### src/rtl/s2i_pkg.sv
// Shared types, constants and helper functions for the string to int64 parser.
// Used by s2i_cfg_regs, s2i_step and string_to_int64_parser_core.
`timescale 1ns / 1ps

package s2i_pkg;

    localparam int VALUE_W  = 64;
    localparam int END_W    = 16;
    localparam int BASE_W   = 5;
    localparam int PADDR_W  = 3;
    localparam int PDATA_W  = 32;

    // Register index decoded from paddr[2]
    localparam logic REG_IDX_NUMBER_BASE = 1'b0;
    localparam logic REG_IDX_SIGNED_MODE = 1'b1;

    localparam logic [BASE_W-1:0] BASE_AUTO    = 5'd0;
    localparam logic [BASE_W-1:0] BASE_OCT     = 5'd8;
    localparam logic [BASE_W-1:0] BASE_DEC     = 5'd10;
    localparam logic [BASE_W-1:0] BASE_HEX     = 5'd16;
    localparam logic [BASE_W-1:0] DIGIT_NONE   = 5'd16;

    localparam logic [7:0] CH_SPACE = 8'h20;
    localparam logic [7:0] CH_TAB   = 8'h09;
    localparam logic [7:0] CH_LF    = 8'h0A;
    localparam logic [7:0] CH_CR    = 8'h0D;
    localparam logic [7:0] CH_MINUS = 8'h2D;
    localparam logic [7:0] CH_PLUS  = 8'h2B;
    localparam logic [7:0] CH_ZERO  = 8'h30;
    localparam logic [7:0] CH_NINE  = 8'h39;
    localparam logic [7:0] CH_LO_A  = 8'h61;
    localparam logic [7:0] CH_LO_F  = 8'h66;
    localparam logic [7:0] CH_LO_X  = 8'h78;
    localparam logic [7:0] CH_UP_A  = 8'h41;
    localparam logic [7:0] CH_UP_F  = 8'h46;
    localparam logic [7:0] CH_UP_X  = 8'h58;

    typedef enum logic [2:0] {
        PH_WS1,
        PH_WS2,
        PH_LEAD,
        PH_ZERO,
        PH_DIGITS,
        PH_DONE
    } phase_t;

    typedef struct packed {
        phase_t              phase;
        logic [VALUE_W-1:0]  accumulator;
        logic                negative_flag;
        logic [BASE_W-1:0]   active_base;
        logic                prefix_possible;
    } parse_state_t;

    localparam parse_state_t STATE_CLEAR = '{
        phase:           PH_WS1,
        accumulator:     '0,
        negative_flag:   1'b0,
        active_base:     BASE_AUTO,
        prefix_possible: 1'b0
    };

    typedef struct packed {
        logic [BASE_W-1:0] number_base;
        logic              signed_mode;
    } cfg_t;

    function automatic logic is_blank(input logic [7:0] c);
        return (c == CH_SPACE) || (c == CH_TAB) || (c == CH_LF) || (c == CH_CR);
    endfunction

    function automatic logic [BASE_W-1:0] digit_of(input logic [7:0] c);
        logic [7:0] d;
        d = 8'd0;
        if (c >= CH_ZERO && c <= CH_NINE) begin
            d = c - CH_ZERO;
        end
        else if (c >= CH_LO_A && c <= CH_LO_F) begin
            d = c - CH_LO_A + 8'd10;
        end
        else if (c >= CH_UP_A && c <= CH_UP_F) begin
            d = c - CH_UP_A + 8'd10;
        end
        else begin
            d = {3'b000, DIGIT_NONE};
        end
        return d[BASE_W-1:0];
    endfunction

endpackage

### src/rtl/s2i_cfg_regs.sv
// APB-style configuration registers: number_base and signed_mode.
// Depends on s2i_pkg for register indexes and the cfg_t struct.
`timescale 1ns / 1ps

module s2i_cfg_regs (
    input  logic                          clk,
    input  logic                          rst_n,
    input  logic                          psel,
    input  logic                          penable,
    input  logic                          pwrite,
    input  logic [s2i_pkg::PADDR_W-1:0]   paddr,
    input  logic [s2i_pkg::PDATA_W-1:0]   pwdata,
    output logic [s2i_pkg::PDATA_W-1:0]   prdata,
    output logic                          pready,
    output s2i_pkg::cfg_t                 cfg
);
    import s2i_pkg::*;

    logic [BASE_W-1:0] number_base_reg;
    logic              signed_mode_reg;
    logic              wr_en;

    assign pready = 1'b1;
    assign wr_en  = psel && penable && pwrite;

    always_ff @(posedge clk or negedge rst_n)
    begin
        if (!rst_n)
        begin
            number_base_reg <= BASE_AUTO;
            signed_mode_reg <= 1'b0;
        end
        else if (wr_en)
        begin
            unique case (paddr[2])
                REG_IDX_NUMBER_BASE: number_base_reg <= pwdata[BASE_W-1:0];
                REG_IDX_SIGNED_MODE: signed_mode_reg <= pwdata[0];
                default: ;
            endcase
        end
    end

    always_comb
    begin
        unique case (paddr[2])
            REG_IDX_NUMBER_BASE: prdata = {{(PDATA_W-BASE_W){1'b0}}, number_base_reg};
            REG_IDX_SIGNED_MODE: prdata = {{(PDATA_W-1){1'b0}}, signed_mode_reg};
            default:             prdata = '0;
        endcase
    end

    assign cfg.number_base = number_base_reg;
    assign cfg.signed_mode = signed_mode_reg;

endmodule

### src/rtl/s2i_step.sv
// One parse step: next parse state, offset and result for one character.
// Depends on s2i_pkg for the phase enum, state struct and character helpers.
`timescale 1ns / 1ps

module s2i_step #(
    parameter int OFFSET_WIDTH = 16
) (
    input  logic                          start_req,
    input  logic [7:0]                    char_byte,
    input  s2i_pkg::cfg_t                 cfg,
    input  s2i_pkg::parse_state_t         state_in,
    input  logic [OFFSET_WIDTH-1:0]       offset_in,
    output s2i_pkg::parse_state_t         state_next,
    output logic [OFFSET_WIDTH-1:0]       offset_next,
    output logic                          emit,
    output logic [s2i_pkg::VALUE_W-1:0]   value
);
    import s2i_pkg::*;

    parse_state_t        cur;
    logic [OFFSET_WIDTH-1:0] cur_off;
    logic                blank;
    logic [BASE_W-1:0]   digit;
    logic [BASE_W-1:0]   dbase;
    logic                consume;
    logic                do_lead;
    logic                do_digits;
    logic [VALUE_W-1:0]  partial [BASE_W];
    logic [VALUE_W-1:0]  mac;

    assign cur     = start_req ? STATE_CLEAR : state_in;
    assign cur_off = start_req ? '0 : offset_in;
    assign blank   = is_blank(char_byte);
    assign digit   = digit_of(char_byte);
    assign value   = cur.negative_flag ? (VALUE_W'(0) - cur.accumulator) : cur.accumulator;

    // accumulator * dbase + digit as shift-and-add over the base bits
    always_comb
    begin
        for (int i = 0; i < BASE_W; i++)
        begin
            partial[i] = dbase[i] ? (cur.accumulator << i) : '0;
        end
        mac = partial[0] + partial[1] + partial[2] + partial[3] + partial[4]
            + {{(VALUE_W-BASE_W){1'b0}}, digit};
    end

    always_comb
    begin
        state_next = cur;
        consume    = 1'b0;
        do_lead    = 1'b0;
        do_digits  = 1'b0;
        dbase      = cur.active_base;
        emit       = 1'b0;

        unique case (cur.phase)
            PH_WS1:
            begin
                if (blank)
                begin
                    consume = 1'b1;
                end
                else if (cfg.signed_mode && char_byte == CH_MINUS)
                begin
                    state_next.negative_flag = 1'b1;
                    consume                  = 1'b1;
                    state_next.phase         = PH_WS2;
                end
                else if (char_byte == CH_PLUS)
                begin
                    consume          = 1'b1;
                    state_next.phase = cfg.signed_mode ? PH_WS2 : PH_LEAD;
                end
                else
                begin
                    do_lead = 1'b1;
                end
            end
            PH_WS2:
            begin
                if (blank)
                begin
                    consume = 1'b1;
                end
                else if (char_byte == CH_PLUS)
                begin
                    consume          = 1'b1;
                    state_next.phase = PH_LEAD;
                end
                else
                begin
                    do_lead = 1'b1;
                end
            end
            PH_LEAD:
            begin
                do_lead = 1'b1;
            end
            PH_ZERO:
            begin
                state_next.prefix_possible = 1'b0;
                if (char_byte == CH_LO_X || char_byte == CH_UP_X)
                begin
                    state_next.active_base = BASE_HEX;
                    consume                = 1'b1;
                    state_next.phase       = PH_DIGITS;
                end
                else
                begin
                    dbase                  = (cur.active_base == BASE_AUTO) ? BASE_OCT
                                                                            : cur.active_base;
                    state_next.active_base = dbase;
                    do_digits              = 1'b1;
                end
            end
            PH_DIGITS:
            begin
                do_digits = 1'b1;
            end
            PH_DONE:
            begin
            end
            default:
            begin
            end
        endcase

        if (do_lead)
        begin
            if ((cfg.number_base == BASE_AUTO || cfg.number_base == BASE_HEX)
                && char_byte == CH_ZERO)
            begin
                state_next.active_base     = cfg.number_base;
                state_next.prefix_possible = 1'b1;
                consume                    = 1'b1;
                state_next.phase           = PH_ZERO;
            end
            else
            begin
                dbase                  = (cfg.number_base == BASE_AUTO) ? BASE_DEC
                                                                       : cfg.number_base;
                state_next.active_base = dbase;
                do_digits              = 1'b1;
            end
        end

        if (do_digits)
        begin
            if (digit < DIGIT_NONE && digit < dbase)
            begin
                state_next.accumulator = mac;
                consume                = 1'b1;
                state_next.phase       = PH_DIGITS;
            end
            else
            begin
                emit             = 1'b1;
                state_next.phase = PH_DONE;
            end
        end
    end

    assign offset_next = (consume && cur_off != {OFFSET_WIDTH{1'b1}})
                       ? cur_off + OFFSET_WIDTH'(1) : cur_off;

endmodule

### src/rtl/string_to_int64_parser_core.sv
// Streaming text to 64-bit integer parser, one character per request.
// The request that ends the parse is captured in the request register, and its result in the result register.
// Throughput: one character per cycle while out_stall does not hold a full result register.
// Reset clears configuration, parse state and the valid bits of both pipeline registers.
// Depends on s2i_pkg, s2i_cfg_regs and s2i_step.
`timescale 1ns / 1ps

module string_to_int64_parser_core #(
    parameter int OFFSET_WIDTH = 16
) (
    input  logic                          clk,
    input  logic                          rst_n,
    input  logic                          psel,
    input  logic                          penable,
    input  logic                          pwrite,
    input  logic [s2i_pkg::PADDR_W-1:0]   paddr,
    input  logic [s2i_pkg::PDATA_W-1:0]   pwdata,
    output logic [s2i_pkg::PDATA_W-1:0]   prdata,
    output logic                          pready,
    input  logic                          in_valid,
    output logic                          in_stall,
    input  logic                          start_req,
    input  logic [7:0]                    char_byte,
    output logic                          out_valid,
    input  logic                          out_stall,
    output logic [s2i_pkg::VALUE_W-1:0]   value,
    output logic [s2i_pkg::END_W-1:0]     end_offset
);
    import s2i_pkg::*;

    cfg_t                    cfg;
    logic                    in_valid_reg;
    logic                    start_reg;
    logic [7:0]              char_reg;
    parse_state_t            state_reg;
    parse_state_t            state_next;
    logic [OFFSET_WIDTH-1:0] offset_reg;
    logic [OFFSET_WIDTH-1:0] offset_next;
    logic                    emit;
    logic [VALUE_W-1:0]      step_value;
    logic                    out_valid_reg;
    logic [VALUE_W-1:0]      value_reg;
    logic [END_W-1:0]        end_offset_reg;
    logic [OFFSET_WIDTH+END_W-1:0] offset_ext;
    logic                    out_free;
    logic                    advance;

    s2i_cfg_regs u_cfg (
        .clk     (clk),
        .rst_n   (rst_n),
        .psel    (psel),
        .penable (penable),
        .pwrite  (pwrite),
        .paddr   (paddr),
        .pwdata  (pwdata),
        .prdata  (prdata),
        .pready  (pready),
        .cfg     (cfg)
    );

    s2i_step #(
        .OFFSET_WIDTH (OFFSET_WIDTH)
    ) u_step (
        .start_req   (start_reg),
        .char_byte   (char_reg),
        .cfg         (cfg),
        .state_in    (state_reg),
        .offset_in   (offset_reg),
        .state_next  (state_next),
        .offset_next (offset_next),
        .emit        (emit),
        .value       (step_value)
    );

    assign out_free   = !out_valid_reg || !out_stall;
    assign advance    = in_valid_reg && out_free;
    assign in_stall   = in_valid_reg && !out_free;
    assign offset_ext = {{END_W{1'b0}}, offset_reg};

    // Hold the request register
    always_ff @(posedge clk or negedge rst_n)
    begin
        if (!rst_n)
        begin
            in_valid_reg <= 1'b0;
        end
        else if (!in_stall)
        begin
            in_valid_reg <= in_valid;
        end
    end

    always_ff @(posedge clk)
    begin
        if (in_valid && !in_stall)
        begin
            start_reg <= start_req;
            char_reg  <= char_byte;
        end
    end

    // Advance the parse state
    always_ff @(posedge clk or negedge rst_n)
    begin
        if (!rst_n)
        begin
            state_reg  <= STATE_CLEAR;
            offset_reg <= '0;
        end
        else if (advance)
        begin
            state_reg  <= state_next;
            offset_reg <= offset_next;
        end
    end

    // Result register
    always_ff @(posedge clk or negedge rst_n)
    begin
        if (!rst_n)
        begin
            out_valid_reg <= 1'b0;
        end
        else if (out_free)
        begin
            out_valid_reg <= advance && emit;
        end
    end

    always_ff @(posedge clk)
    begin
        if (advance && emit)
        begin
            value_reg      <= step_value;
            end_offset_reg <= start_reg ? '0 : offset_ext[END_W-1:0];
        end
    end

    assign out_valid  = out_valid_reg;
    assign value      = value_reg;
    assign end_offset = end_offset_reg;

endmodule

### config.mk
export PLATFORM = sky130hd
export DESIGN_NAME = string_to_int64_parser_core
export DESIGN_NICKNAME = d
export VERILOG_FILES = /design/src/rtl/s2i_pkg.sv /design/src/rtl/s2i_cfg_regs.sv /design/src/rtl/s2i_step.sv /design/src/rtl/string_to_int64_parser_core.sv
export SDC_FILE = /design/constraint.sdc
export NUM_CORES = 1
export LEC_CHECK = 0
export ABC_AREA = 1
export ABC_CLOCK_PERIOD_IN_PS = 5500
export BUFFER_PORTS_ARGS = -buffer_cell sky130_fd_sc_hd__buf_2
export CAP_MARGIN = 20
export CELL_PAD_IN_SITES_DETAIL_PLACEMENT = 1
export CELL_PAD_IN_SITES_GLOBAL_PLACEMENT = 1
export CORE_MARGIN = 10
export CORE_UTILIZATION = 42
export DETAILED_ROUTE_END_ITERATION = 6
export PLACE_DENSITY_LB_ADDON = 0.1
export REMOVE_ABC_BUFFERS = 1
export SETUP_SLACK_MARGIN = 0.1
export SKIP_CTS_REPAIR_TIMING = 1
export SLEW_MARGIN = 20
export SYNTH_ARGS = -nofsm -noshare
export SYNTH_HDL_FRONTEND = slang
export SYNTH_SLANG_ARGS = --single-unit
export TNS_END_PERCENT = 100
### constraint.sdc
create_clock -name clk -period 5.5 [get_ports clk]
set_input_delay 0.55 -clock clk [delete_from_list [all_inputs] [get_ports clk]]
set_output_delay 0.55 -clock clk [all_outputs]
set_load 0.01 [all_outputs]
## Word-level counts from Yosys, hierarchy flattened

Index checks and enable logic that the tools add are counted.

| cells by class | value |
|---|---|
| add/sub/neg operators | 12 |
| $lt $le $gt $ge | 8 |
| eq/ne operators | 15 |
| muxes and demuxes | 61 |
| bitwise logic cells | 1 |
| reduce and logical (&&, ||, !) cells | 28 |

Operators by type and width:

| kind | number |
|---|---|
| 2-to-1 mux 64 bit | 7 |
| adder 64 bit | 4 |
| 2-to-1 mux 74 bit | 1 |
| 2-to-1 mux 67 bit | 1 |
| adder 64 x 5 -> 64 bit | 1 |
| case mux 32 bit (2 select lines) | 1 |
| subtractor 1 x 64 -> 64 bit, first input constant | 1 |
| 2-to-1 mux 5 bit | 11 |
| equality test 8 x 6 -> 1 bit, second input constant | 4 |
| 2-to-1 mux 16 bit | 2 |
| equality test 8 x 4 -> 1 bit, second input constant | 3 |
| 2-to-1 mux 3 bit | 8 |
| 2-to-1 mux 1 bit | 23 |
| adder 16 x 1 -> 16 bit, second input constant | 1 |
| equality test 8 x 7 -> 1 bit, second input constant | 2 |
| greater-or-equal comparator 8 x 7 -> 1 bit, second input constant | 2 |
| <= comparator 8 x 7 -> 1 bit, second input constant | 2 |
| != test 16 bit, second input constant | 1 |
| logical AND 1 bit | 13 |
| 2-to-1 mux 6 bit | 2 |
| adder 5 x 4 -> 5 bit, second input constant | 2 |
| zero test 5 bit | 2 |
| subtractor 5 x 1 -> 5 bit, second input constant | 2 |
| case mux 3 bit (3 select lines) | 1 |
| 17 further kinds | 28 |

| storage, ports and cells | value |
|---|---|
| register bits | 187 |
| input bits | 51 |
| output and inout bits | 115 |
| word-level logic and storage cells | 139 |

## Depth between registers and ports, before layout

| logic depth | value |
|---|---|
| depth after elaboration | 15 |
| depth in mapped cells | 36 |
| gate-level depth less buffers | 34 |

## Cells and area by module

Synthesis repeated with hierarchy kept, for this count alone.

| second synthesis, totals | value |
|---|---|
| cell total of the unflattened synthesis | 3208 |
| area, all modules | 22808.1 sq um |

By module, submodules not included:

| module | instances | cells each | area an instance (sq um) | sequential area each (sq um) |
|---|---|---|---|---|
| s2i_step | 1 | 2610 | 15707.6 | 0.0 |
| string_to_int64_parser_core | 1 | 525 | 6556.3 | 4974.8 |
| s2i_cfg_regs | 1 | 73 | 544.3 | 150.1 |

## Least setup slack after synthesis

Ideal clock, no wire load.

| timing | value |
|---|---|
| kind | flip-flop to flip-flop |
| start point | reg char_reg[0] |
| end point | reg state_reg[60] (netlist bit) |
| library setup time | 0.130 ns |
| arrival time | 5.696 ns |
| required time | 5.370 ns |
| slack | -0.325 ns |
| cell stages (with the launch flop) | 27 |
| buffers on the path | 2 |
| period minus slack after synthesis | 5.825 ns |
| cell sequence | edfxtp_1 -> inv_1 -> ha_1 -> a21oi_1 -> nor2_1 -> nor2_1 -> nand3_2 -> nand2_2 -> nand2_1 -> nand2_1 -> clkbuf_1 -> clkbuf_1 -> nor2_1 -> fa_1 -> fa_1 -> fa_1 -> inv_1 -> fa_1 -> o21ai_0 -> a21oi_1 -> o21ai_0 -> nand4_1 -> nand3_1 -> a21oi_1 -> xnor2_1 -> o21ai_0 -> o21ai_0 |

| on the way | value |
|---|---|
| longest elaborated chain between the ends | 15 |
| elaborated cells on any way between the ends | 60 |
| those cells by class | 10 x add/sub; 8 x order compare; 9 x eq/ne; 23 x mux; 10 x reduce/logical |

Ends and longest elaborated chain:

| what | line | source |
|---|---|---|
| start: declaration | string_to_int64_parser_core.sv:34 | `logic [7:0] char_reg;` |
| start signal: assignment | string_to_int64_parser_core.sv:98 | `char_reg <= char_byte;` |
| equality test 8 x 6 -> 1 bit / equality test 8 x 4 -> 1 bit (equally long branches) | s2i_pkg.sv:69 | `return (c == CH_SPACE) \|\| (c == CH_TAB) \|\| (c == CH_LF) \|\| (c == CH_CR);` |
| logical OR 1 bit (3 in series) | s2i_pkg.sv:69 |  |
| 2-to-1 mux 1 bit, on equally long branches | s2i_step.sv:82, s2i_step.sv:60 |  |
| case mux 1 bit (3 select lines) | s2i_step.sv:57 | `unique case (cur.phase)` |
| 2-to-1 mux 5 bit | s2i_step.sv:129 | `if (do_lead)` |
| 2-to-1 mux 64 bit | s2i_step.sv:42 | `partial[i] = dbase[i] ? (cur.accumulator << i) : '0;` |
| adder 64 bit (4 in series) | s2i_step.sv:44 | `mac = partial[0] + partial[1] + partial[2] + partial[3] + partial[4]` |
| adder 64 x 5 -> 64 bit | s2i_step.sv:45 | `+ {{(VALUE_W-BASE_W){1'b0}}, digit};` |
| 2-to-1 mux 64 bit | s2i_step.sv:150 | `if (digit < DIGIT_NONE && digit < dbase)` |
| 2-to-1 mux 67 bit * | s2i_step.sv:148 | `if (do_digits)` |
| end signal: assignment | string_to_int64_parser_core.sv:112 | `state_reg <= state_next;` |
| end: declaration | string_to_int64_parser_core.sv:35 | `parse_state_t state_reg;` |

Mark *: on every way between the ends. The rest lies on a longest branch, timed or not.
A chain may end at the register's enable or synchronous reset.

## Worst setup path in the final report

| timing | value |
|---|---|
| start point | reg char_reg[1] |
| end point | reg state_reg[48] (netlist bit) |

Same word-level chain as after synthesis.

==> results.md <==
* Clk_lat worst skew at 530 ps
* Status: complete, but fails checks
* Remaining DRCs at 0
* Routed Wire Length at 90.1 mm
* Gpl congestion at 0.907
* Port bufs at 108
* Root Buffer: clkbuf_16
* Ys flop type: dfrtp_1
* Max_slew headroom at 0.278
* Htree depth at 4
* Commonest cells after routing, fill and taps aside: inv_1 (540), buf_4 (508), nor2_1 (474)
* Initial antenna violation count at 1
* Adder-Cell Fraction of Synth Area at 0.251
* Sequential area share after synthesis at 0.239
* Top-area cell type share of the netlist area at 0.173
* Fin crit share at 1.12
* Hold Violations, Final at 0
* Largest net degree at the start of global routing at 82
* Synth Instances at 2917
* # setup viols final at 50
* Worst path max stage delay at 600 ps
* Compound-gate portion of the synthesized area at 0.133
* Critical path data arrival time at 6570 ps
* TritonCTS clock tree: built
* Fin worst setup slack at -648 ps
* Share of cells above drive strength 1 at 0.298
* Clk_skew at 25.2 ps
* Failing checks: negative setup slack
* Fillcell total at 6179
* Post-synthesis simple-gate area fraction at 0.219
* Async set or reset register ratio after synthesis at 0.522
* Maximum VDD drop at 0.277 mV
* Fin Setup TNS at -21150 ps
* CTS Buffer Depth at 2
* Worst slew pin tran at 1080 ps
* Grt total ovfl at 0
* Layout area overhead at 37.2%
* CP Class: flop to flop
* Post-DP HPWL at 60.9 mm
* CP required at 5920 ps
* Most frequent CP cell: inv_1
* Area leader, netlist: fa_1
* Commonest non-fill, non-tap cell in the layout: inv_1
* Worst Hold Class: input pin to asynchronous set/reset pin
* Antenna-violating nets left at 0
* P_leak at 14.3 nW
* I/O Pins at 166
* Slowest CP cell: fa_1
* Number of detailed-route iterations in the first pass at 5
* Initial Utilization at 0.426
* Placed insts at 4108
* Top area cells in the synthesized netlist: fa_1 (17%), edfxtp_1 (13%), dfrtp_1 (11%)
* Fmax at 163 MHz
* Routed WL per cell at 21.5 um
* Delay-heaviest family, CP: adder cells
* First-pass GRT wire length at 124 mm
* Total design power at 10.3 mW
* Max reg flops at 73
* Max Cap Viol at 0
* XOR/XNOR share of the synthesized area at 0.0308
* Period minus WS final at 6150 ps
* Via-to-Cell Ratio at 5.39
* Post-Syn Area at 21400 um^2
* Non-filler cells, final at 4198
* Number of buffers created by CTS at 17
* Die width at 245 um
* Vias in the first global route at 23700
* Unrepaired setup endpoints after global routing: true
* Initial drt markers at 1166
* Antenna cell count at 0
* Total GRT Usage at 0.256
* Mux cell area share after synthesis at 0.000938
* Final Util at 0.584
* Final nets at 3882
* Crit path max fanout at 7
* Avg Inst Size Synth at 7.32 um^2
* DIE HEIGHT at 245 um
* Clk sinks at 186
* Critical path capture point type: flop
* Number of enable flip-flop cells after synthesis at 89
* Distinct cells, synth at 52
* Largest family of logic cells by synthesized area: adder cells
* Worst Setup Start Kind: flop
* Row count at 82
* CTS clk-pin slew, worst paths at 80 ps
* Final slew viol count at 0
* Pwr dens at 353 nW/um^2
* Yosys synthesis warning count at 0
* Via count at 22600
* Buffer and inverter count on the worst path at 8
* Core Area at 50200 um^2
* Die area at 60300 um^2
* Yosys reg bits at 186
==> final timing paths <==
| kind | start | endpoint | slack, ps | cells past startpoint |
|---|---|---|---|---|
| hold reg to reg | offset_reg[9]$_DFFE_PN0P_ | offset_reg[9]$_DFFE_PN0P_ | 490 | 2 |
| setup reg to reg | char_reg[1]$_DFFE_PP_ | state_reg[48]$_DFFE_PN0P_ | -650 | 31 |
| min in group clk | char_byte[6] | char_reg[6]$_DFFE_PP_ | 200 | 1 |
| max in group asynchronous | rst_n | state_reg[49]$_DFFE_PN0P_ | 4070 | 2 |
| hold / removal | rst_n | out_valid$_DFFE_PN0N_ | 130 | 1 |
| setup / recovery | char_reg[1]$_DFFE_PP_ | state_reg[48]$_DFFE_PN0P_ | -650 | 31 |
==> power breakdown <==
part | switching (mW) | total [mW] | internal, mW | leakage [nW]
Combinational | 4.23 | 6.94 | 2.71 | 11.8
Sequential | 0.145 | 2.01 | 1.86 | 2.16
Clock | 0.750 | 1.38 | 0.631 | 0.300
Total | 5.13 | 10.3 | 5.20 | 14.3
==> synthesized netlist by cell type, drive strengths merged (2+ instances only) <==
library cell and count:
o221ai 4, ha 134, nor4 14, nand3 88, xor2 57, a31oi 25
xnor2 18, clkbuf 46, nor3 20, o21ai 257, nor2 584, nand4 25
clkinv 4, conb 2, a221oi 5, o22ai 3, a21o 11, a211oi 2
o21bai 18, fa 184, dfrtp 97, buf 60, mux2i 2, o211ai 6
edfxtp 89, a21oi 168, inv 563, a21boi 6, nand3b 2, o31ai 7
o21a 2, and3 6, nand2 402
==> per-layer routing <==
metal  up-vias  track usage  share of wire
li1      10300            -              -
met1     11400        0.313           0.40
met2       623        0.459           0.51
met3       244       0.0298          0.049
met4         0       0.0864          0.047
met5         -            0              0
==> worst reg2reg max path: cells and delay by family (launching register included) <==
family / cells / cell delay [ps]
adder cells (fa/ha/maj): 4 / 1960
AO/OA/AOI/OAI: 4 / 510
AND/OR/NAND/NOR: 14 / 1780
buffers and inverters: 8 / 1110
XOR/XNOR: 1 / 240
flip-flops: 1 / 470
==> through the flow <==
stage | setup slack (ps) | instance area (um^2) | hold WS (ps)
6_report | -648 | 29300 | 128
3_5_place_dp | -837 | 26100 | 465
2_1_floorplan | -1900 | 20900 | 254
3_3_place_gp | -653 | 26100 | 462
4_1_cts | -880 | 26700 | 151
5_1_grt | -915 | 29300 | 181
==> area by class of cell <==
class / count / area, um^2 / area share
clock buffers: 17 / 425 / 0.0145
well taps: 672 / 841 / 0.0287
multi-input cells: 2084 / 15500 / 0.528
inverters: 567 / 2130 / 0.0727
flip-flops and latches: 186 / 5100 / 0.174
clock inverters: 15 / 198 / 0.00675
repair buffers: 657 / 5120 / 0.175
==> logic make-up (layout without fill, tap and decap cells) <==
group / after synthesis / after routing
and+or+nand+nor: 1142 / 1142
xor gates and xnor gates: 75 / 75
adders and majority gates: 318 / 318
muxes: 2 / 2
AOI/OAI and AO/OA: 519 / 519
other: 2 / 28
buffers and inverters: 673 / 1256
DFF: 186 / 186
Note: power is estimated with default switching activity, not from simulation.
